===== config.mk =====
export PLATFORM = sky130hd
export DESIGN_NAME = traffic_light_mode_controller_unit
export DESIGN_NICKNAME = d
export VERILOG_FILES = /design/src/rtl/tlmc_pkg.sv /design/src/rtl/traffic_light_mode_controller_unit.sv
export SDC_FILE = /design/constraint.sdc
export NUM_CORES = 1
export LEC_CHECK = 0
export CAP_MARGIN = 20
export CORE_MARGIN = 1
export CORE_UTILIZATION = 55
export CTS_BUF_LIST = sky130_fd_sc_hd__clkbuf_4 sky130_fd_sc_hd__clkbuf_8
export CTS_CLUSTER_DIAMETER = 50
export DETAILED_ROUTE_END_ITERATION = 8
export DONT_BUFFER_PORTS = 1
export GPL_ROUTABILITY_DRIVEN = 0
export PLACE_DENSITY = 0.71
export SYNTH_ARGS = -nofsm -noshare
export SYNTH_HDL_FRONTEND = slang
export SYNTH_SLANG_ARGS = --single-unit

===== constraint.sdc =====
create_clock -name i_clk -period 6.1 [get_ports i_clk]
set_clock_uncertainty 0.05 [all_clocks]
set_input_delay 0.61 -clock i_clk [delete_from_list [all_inputs] [get_ports i_clk]]
set_output_delay 0.61 -clock i_clk [all_outputs]
set_load 0.03 [all_outputs]

===== src/rtl/tlmc_pkg.sv =====
// Package: payload types, phase codes, lamp and segment patterns for the traffic light controller.
`timescale 1ns / 1ps

package tlmc_pkg;

    typedef struct packed {
        logic [3:0] mode_switch;
        logic       cross_clear;
        logic       ped_press;
    } t_in;

    typedef struct packed {
        logic [11:0] lamp_pins;
        logic [10:0] segment_pins;
        logic        walk_active;
        logic        mode_fault;
        logic [2:0]  phase;
    } t_out;

    typedef enum logic [6:0] {
        ST_EW_GREEN  = 7'b0000001,
        ST_EW_YELLOW = 7'b0000010,
        ST_NS_GREEN  = 7'b0000100,
        ST_NS_YELLOW = 7'b0001000,
        ST_WALK      = 7'b0010000,
        ST_FAULT     = 7'b0100000,
        ST_IDLE      = 7'b1000000
    } t_phase;

    localparam logic [2:0] PH_EW_GREEN  = 3'd0;
    localparam logic [2:0] PH_EW_YELLOW = 3'd1;
    localparam logic [2:0] PH_NS_GREEN  = 3'd2;
    localparam logic [2:0] PH_NS_YELLOW = 3'd3;
    localparam logic [2:0] PH_WALK      = 3'd4;
    localparam logic [2:0] PH_FAULT     = 3'd5;
    localparam logic [2:0] PH_IDLE      = 3'd6;

    localparam logic [3:0] MODE_URBAN       = 4'd1;
    localparam logic [3:0] MODE_RURAL       = 4'd2;
    localparam logic [3:0] MODE_URBAN_CROSS = 4'd4;
    localparam logic [3:0] MODE_RURAL_CROSS = 4'd8;

    localparam logic [2:0] CFG_GREEN_TIME      = 3'd0;
    localparam logic [2:0] CFG_YELLOW_TIME     = 3'd1;
    localparam logic [2:0] CFG_MIN_GREEN_TIME  = 3'd2;
    localparam logic [2:0] CFG_WALK_STEP_TIME  = 3'd3;
    localparam logic [2:0] CFG_FAULT_HOLD_TIME = 3'd4;

    localparam logic [15:0] RST_GREEN_TIME      = 16'd5000;
    localparam logic [15:0] RST_YELLOW_TIME     = 16'd2000;
    localparam logic [15:0] RST_MIN_GREEN_TIME  = 16'd2000;
    localparam logic [15:0] RST_WALK_STEP_TIME  = 16'd1000;
    localparam logic [15:0] RST_FAULT_HOLD_TIME = 16'd13000;

    localparam logic [11:0] LAMP_EW_GREEN  = 12'h801;
    localparam logic [11:0] LAMP_EW_YELLOW = 12'h802;
    localparam logic [11:0] LAMP_NS_GREEN  = 12'h00C;
    localparam logic [11:0] LAMP_NS_YELLOW = 12'h404;

    localparam logic [11:0] WALK_LAMPS [16] = '{
        12'h904, 12'h904, 12'h804, 12'h904, 12'h904, 12'h904, 12'h904, 12'h904,
        12'h804, 12'h804, 12'h804, 12'h804, 12'h804, 12'h804, 12'h804, 12'h804
    };

    localparam logic [10:0] WALK_SEGS [16] = '{
        11'h605, 11'h745, 11'h405, 11'h740, 11'h641, 11'h604, 11'h445, 11'h145,
        11'h404, 11'h745, 11'h000, 11'h745, 11'h000, 11'h000, 11'h000, 11'h000
    };

endpackage


===== src/rtl/traffic_light_mode_controller_unit.sv =====
// Top level: traffic light mode controller with pedestrian walk countdown.
`timescale 1ns / 1ps

// One input transfer is one millisecond tick and yields exactly one result transfer, shown in
// the output register on the following cycle. A tick is accepted in every cycle in which the
// output register is empty or its result is being taken, so the sustained rate is one tick per
// cycle; the only path is the phase register and its 16-bit timer compare. Configuration writes
// are always ready and should be made while no tick is in flight; indexes above four are
// ignored. WALK_STEPS sets the length of the pedestrian countdown (1 to 16 steps).
module traffic_light_mode_controller_unit #(
    parameter int WALK_STEPS = 12
) (
    input  logic               i_clk,
    input  logic               i_rst_n,
    input  logic               i_in_valid,
    output logic               o_in_ready,
    input  tlmc_pkg::t_in      i_in_data,
    output logic               o_out_valid,
    input  logic               i_out_ready,
    output tlmc_pkg::t_out     o_out_data,
    input  logic               i_cfg_valid,
    output logic               o_cfg_ready,
    input  logic [2:0]         i_cfg_index,
    input  logic [15:0]        i_cfg_data
);
    import tlmc_pkg::*;

    localparam logic [4:0] STEPS = 5'(WALK_STEPS);

    logic [15:0] r_green_time, r_yellow_time, r_min_green_time;
    logic [15:0] r_walk_step_time, r_fault_hold_time;

    t_phase      r_phase, n_phase;
    t_phase      r_after_walk, n_after_walk;
    logic [15:0] r_timer, n_timer;
    logic [3:0]  r_walk_index, n_walk_index;
    logic        r_request, n_request;
    logic [3:0]  r_mode, n_mode;
    logic        r_out_valid;
    t_out        r_out_data, n_out_data;

    logic        in_xfer;
    logic        crossing;
    logic        in_drive;
    logic [15:0] t_inc;
    logic [15:0] need;
    logic        green_done;
    logic        mode_ok;

    assign o_cfg_ready = 1'b1;
    assign o_in_ready  = !r_out_valid || i_out_ready;
    assign in_xfer     = i_in_valid && o_in_ready;
    assign o_out_valid = r_out_valid;
    assign o_out_data  = r_out_data;

    function automatic logic [15:0] at_least_one(input logic [15:0] v);
        return (v == 16'd0) ? 16'd1 : v;
    endfunction

    always_ff @(posedge i_clk) begin
        if (!i_rst_n) begin
            r_green_time      <= RST_GREEN_TIME;
            r_yellow_time     <= RST_YELLOW_TIME;
            r_min_green_time  <= RST_MIN_GREEN_TIME;
            r_walk_step_time  <= RST_WALK_STEP_TIME;
            r_fault_hold_time <= RST_FAULT_HOLD_TIME;
        end else if (i_cfg_valid) begin
            case (i_cfg_index)
                CFG_GREEN_TIME:      r_green_time      <= i_cfg_data;
                CFG_YELLOW_TIME:     r_yellow_time     <= i_cfg_data;
                CFG_MIN_GREEN_TIME:  r_min_green_time  <= i_cfg_data;
                CFG_WALK_STEP_TIME:  r_walk_step_time  <= i_cfg_data;
                CFG_FAULT_HOLD_TIME: r_fault_hold_time <= i_cfg_data;
                default: ;
            endcase
        end
    end

    assign crossing = (r_mode == MODE_URBAN_CROSS) || (r_mode == MODE_RURAL_CROSS);
    assign in_drive = (r_phase == ST_EW_GREEN) || (r_phase == ST_EW_YELLOW) ||
                      (r_phase == ST_NS_GREEN) || (r_phase == ST_NS_YELLOW);
    assign t_inc    = (r_timer == 16'hFFFF) ? 16'hFFFF : r_timer + 16'd1;
    assign need     = (r_mode == MODE_RURAL_CROSS) ? r_min_green_time : r_green_time;
    assign mode_ok  = (i_in_data.mode_switch == MODE_URBAN) ||
                      (i_in_data.mode_switch == MODE_RURAL) ||
                      (i_in_data.mode_switch == MODE_URBAN_CROSS) ||
                      (i_in_data.mode_switch == MODE_RURAL_CROSS);

    always_comb begin
        n_out_data = '0;
        case (r_phase)
            ST_EW_GREEN: begin
                n_out_data.lamp_pins = LAMP_EW_GREEN;
                n_out_data.phase     = PH_EW_GREEN;
            end
            ST_EW_YELLOW: begin
                n_out_data.lamp_pins = LAMP_EW_YELLOW;
                n_out_data.phase     = PH_EW_YELLOW;
            end
            ST_NS_GREEN: begin
                n_out_data.lamp_pins = LAMP_NS_GREEN;
                n_out_data.phase     = PH_NS_GREEN;
            end
            ST_NS_YELLOW: begin
                n_out_data.lamp_pins = LAMP_NS_YELLOW;
                n_out_data.phase     = PH_NS_YELLOW;
            end
            ST_WALK: begin
                n_out_data.lamp_pins    = WALK_LAMPS[r_walk_index];
                n_out_data.segment_pins = WALK_SEGS[r_walk_index];
                n_out_data.walk_active  = 1'b1;
                n_out_data.phase        = PH_WALK;
            end
            ST_FAULT: begin
                n_out_data.mode_fault = 1'b1;
                n_out_data.phase      = PH_FAULT;
            end
            default: n_out_data.phase = PH_IDLE;
        endcase
    end

    always_comb begin
        n_phase      = r_phase;
        n_after_walk = r_after_walk;
        n_timer      = t_inc;
        n_walk_index = r_walk_index;
        n_mode       = r_mode;
        n_request    = r_request;
        green_done   = t_inc >= at_least_one(need);

        // latch a press in the crossing modes while vehicles are driven
        if (in_drive && crossing && i_in_data.ped_press) begin
            n_request = 1'b1;
        end
        if (r_mode == MODE_RURAL) begin
            green_done = green_done && !i_in_data.cross_clear;
        end
        if (r_mode == MODE_RURAL_CROSS) begin
            green_done = green_done && (!i_in_data.cross_clear || n_request);
        end

        case (r_phase)
            ST_EW_GREEN, ST_NS_GREEN: begin
                if (green_done) begin
                    n_phase = (r_phase == ST_EW_GREEN) ? ST_EW_YELLOW : ST_NS_YELLOW;
                    n_timer = '0;
                end
            end
            ST_EW_YELLOW, ST_NS_YELLOW: begin
                if (t_inc >= at_least_one(r_yellow_time)) begin
                    n_timer = '0;
                    if (n_request && crossing) begin
                        n_request    = 1'b0;
                        n_walk_index = '0;
                        n_phase      = ST_WALK;
                        if (r_phase == ST_EW_YELLOW) begin
                            n_after_walk = ST_NS_GREEN;
                        end else if (r_mode == MODE_RURAL_CROSS) begin
                            n_after_walk = ST_EW_GREEN;
                        end else begin
                            n_after_walk = ST_IDLE;
                        end
                    end else begin
                        n_phase = (r_phase == ST_EW_YELLOW) ? ST_NS_GREEN : ST_IDLE;
                    end
                end
            end
            ST_WALK: begin
                if (t_inc >= at_least_one(r_walk_step_time)) begin
                    n_timer = '0;
                    if ({1'b0, r_walk_index} + 5'd1 >= STEPS) begin
                        n_walk_index = '0;
                        n_phase      = r_after_walk;
                    end else begin
                        n_walk_index = r_walk_index + 4'd1;
                    end
                end
            end
            ST_FAULT: begin
                if (t_inc >= at_least_one(r_fault_hold_time)) begin
                    n_phase = ST_IDLE;
                    n_timer = '0;
                end
            end
            default: begin
                n_request    = 1'b0;
                n_walk_index = '0;
                n_timer      = '0;
                if (mode_ok) begin
                    n_mode  = i_in_data.mode_switch;
                    n_phase = ST_EW_GREEN;
                end else begin
                    n_phase = ST_FAULT;
                end
            end
        endcase
    end

    always_ff @(posedge i_clk) begin
        if (!i_rst_n) begin
            r_phase      <= ST_IDLE;
            r_after_walk <= ST_EW_GREEN;
            r_timer      <= '0;
            r_walk_index <= '0;
            r_request    <= 1'b0;
            r_mode       <= '0;
            r_out_valid  <= 1'b0;
        end else begin
            if (in_xfer) begin
                r_phase      <= n_phase;
                r_after_walk <= n_after_walk;
                r_timer      <= n_timer;
                r_walk_index <= n_walk_index;
                r_request    <= n_request;
                r_mode       <= n_mode;
                r_out_valid  <= 1'b1;
            end else if (i_out_ready) begin
                r_out_valid  <= 1'b0;
            end
        end
    end

    always_ff @(posedge i_clk) begin
        if (in_xfer) begin
            r_out_data <= n_out_data;
        end
    end

endmodule


==> results.yml <==
clock_tree:
  cts_root_buf: "clkbuf_8"
  cts-resized-gates: 0
  numCtsBuffers: 17
  numClockSinks: 134
  cts_setup_buffers: 0
  cts_tree: "yes"
  clk_pin_slew_worst_paths_ns: 0.08
  cts_buffer_depth: 2
  insertion_delay_ns: 0.47
  postCtsHoldBufs: 0
  cts_max_level: 4
setup_path:
  crit_buf_inv: 0
  crit_chain: "ha_1 -> nand2_1 -> nor2_1 -> and4_1 -> a21oi_1 -> a41oi_1 -> ha_1 -> nand4_1 -> nor3_1 -> a2111oi_0 -> o221ai_1 -> and3_1 -> a311oi_4 -> a22o_1"
  arrival_ns: 5.12
  start_kind: "register"
  cp.depth: 14
  rr_startpoint: "r_timer[0]"
  critPathLaunch: "r_timer[0]"
  crit_path_max_incr_delay_ns: 0.75
  r2r_setup_slack_ns: 1.34
  worstReg2RegEnd: "r_timer[9]"
  critPathMostFrequentCell: "ha_1"
  cp.required_ns: 6.45
  critPathSlowestCell: "a311oi_4"
  path_class: "reg -> reg"
  end_kind: "register"
  worstRegToRegCells: 14
  crit_path_end: "r_timer[9]"
  cp_max_fo: 16
  cp_top_family: "compound AO/OA/AOI/OAI gates"
floorplan:
  die_w_um: 118.2
  dieArea_sq_um: 13980
  floorplan.die.height_um: 118.2
  pin_count: 61
  core_region_area_sq_um: 13190
  row_count: 42
  start_util_pct: 56.34
global_route:
  grt_max_degree: 70
  grt_pass1_wl_mm: 32.00
  grt_overflow: 0
  grt_pass1_vias: 6298
  antenna_found_initial: 0
  grt_usage_pct: 29.72
drt:
  wl_met3_mm: 1.687
  drc: 0
  met1Wirelength_mm: 8.585
  postRouteAntennaNets: 0
  routedWlPerCell_um: 18.99
  num_vias: 6442
  wl_mm: 20.13
  drt-initial-drc-count: 490
  via_per_inst: 6.077
  first_pass_iters: 5
  dr_wl_met2_mm: 9.220
  top_layer: "met4"
layout:
  utilization_pct: 59.50
  antennaDiodeCount: 0
  fillers: 1210
  finalInstanceArea_sq_um: 7849
  syn_to_final_growth_pct: 5.624
  final_cell_mix: "nand2_1 (182), dfxtp_1 (116), a21oi_1 (89), ha_1 (71), inv_1 (58)"
  drive_gt1_share_pct: 4.751
  final_common_cell: "nand2_1"
  fin_nets: 972
status:
  outcome: "completed"
sta:
  final.setup.tns_ns: 0
  fmax_ghz: 0.2099
  final-hold-violation-count: 0
  fin_crit_ns: 4.764
  report.final.setup_viol: 0
  fin_crit_sh_pct: 78.10
  drv_slew: 0
  slew_headroom_pct: 26.52
  worst_pin_slew_ns: 1.098
  rsz0062_at_grt: "false"
  layout_setup_ws_ns: 1.336
logic_synthesis:
  ys_ff_latch: 134
  synth_area_sq_um: 7431
  synth_top_family_by_area: "simple AND/OR/NAND/NOR gates"
  yosys-mux-area-fraction_pct: 3.098
  async_flop_share_pct: 0
  avgSynthCellArea_sq_um: 8.359
  synth-compound-area-share_pct: 16.89
  synth-simple-area-share_pct: 21.20
  synth-edff-count: 18
  synthDistinctLibCells: 56
  synthCells: 889
  ys_seq_area_share_pct: 38.53
  synthXorXnorAreaFrac_pct: 1.768
  synth_fa_ha_area_share_pct: 11.95
  synthFlopType: "dfxtp_1"
  yosysWarnings: 0
place:
  portBuffers: 0
  placed_area_sq_um: 7462
  dpl.hpwl_mm: 14.36
  place_worst_setup_slack_ns: 1.393
power_and_ir_drop:
  leakage_nw: 3.306
  vdd_drop_max_mv: 0.1359
  power.density_nw_per_um2: 230.7
min_path:
  hold_path_class: "in -> reg"
run:
  maxCapViolations: 0
## area by class of cell
type	count	area, sq um	share of cell area, %
sequential	134	2863	36.47
tap	176	220.2	2.806
timing repair buffer	5	41.29	0.5261
inverter	59	221.5	2.822
clock buffer	18	241.5	3.077
multi-input combinational	654	4128	52.59
clock inverter	14	133.9	1.706
## through the flow
| step | std cells | hold WS (ns) | power [W] |
|---|---|---|---|
| floorplan | 898 | 0.3827 | 0.001084 |
| global placement | 1027 | 0.3908 | 0.001101 |
| detailed placement | 1027 | 0.3966 | 0.001107 |
| CTS | 1059 | 0.1568 | 0.001818 |
| global route | 1060 | 0.1598 | 0.001872 |
| finish | 1060 | 0.1848 | 0.001811 |
## metal layers
| metal | GRT usage (%) | vias up |
|---|---|---|
| met5 | 0 | - |
| met4 | 13.54 | 0 |
| met3 | 7.674 | 42 |
| met2 | 48.16 | 290 |
| met1 | 37.03 | 3038 |
| li1 | - | 3072 |
## power breakdown
group / total (W) / internal [W] / leakage [nW] / switching, W
combinational: 0.000139 / 0.0000462 / 2.00 / 0.0000931
clock: 0.000720 / 0.000363 / 0.193 / 0.000358
sequential: 0.000951 / 0.000919 / 1.12 / 0.0000318
total: 0.00181 / 0.00133 / 3.31 / 0.000482
## flip-flops by register name, indices dropped and copies added (netlist names)
signal / cells
r_fault_hold_time: 16
r_after_walk: 3
r_phase: 7
r_walk_step_time: 16
o_out_data: 18
r_timer: 16
r_min_green_time: 16
r_request: 1
o_out_valid: 1
r_mode: 4
r_green_time: 16
r_walk_index: 4
r_yellow_time: 16
## kinds of logic after synthesis
family | after synthesis
buffers and inverters | 110
AOI/OAI and AO/OA | 193
DFF | 134
muxes | 23
xor gates and xnor gates | 15
adders and majority gates | 71
other | 2
and+or+nand+nor | 341
## synth_stat cells (7+ instances only)
cell	number	area [sq um]
nand2_1	182	683.2
dfxtp_1	116	2322
a21oi_1	89	445.4
ha_1	71	888.4
inv_1	58	217.7
nor2_1	36	135.1
nand3_1	33	165.2
clkbuf_1	32	120.1
o211ai_1	25	187.7
mux2i_1	23	230.2
o21ai_0	19	95.09
edfxtp_1	18	540.5
a22o_1	16	140.1
nor3_1	13	65.06
nand4_1	12	75.07
buf_4	11	82.58
and3_1	10	62.56
nand2b_1	10	62.56
nor4_1	10	62.56
xor2_1	10	87.58
o21a_1	7	52.55
## worst min path at each step
stage / startpoint / end / slack, ns / depth (start not counted)
global route: i_rst_n / r_min_green_time[8] / 0.16 / 1
finish: i_rst_n / r_min_green_time[4] / 0.18 / 1
CTS: i_rst_n / r_min_green_time[4] / 0.16 / 1
floorplan: r_after_walk[6] / r_after_walk[6] / 0.38 / 2
detailed placement: r_green_time[0] / r_green_time[0] / 0.40 / 2
global placement: r_green_time[4] / r_green_time[4] / 0.39 / 2
Power figures use the tool's default switching activity.
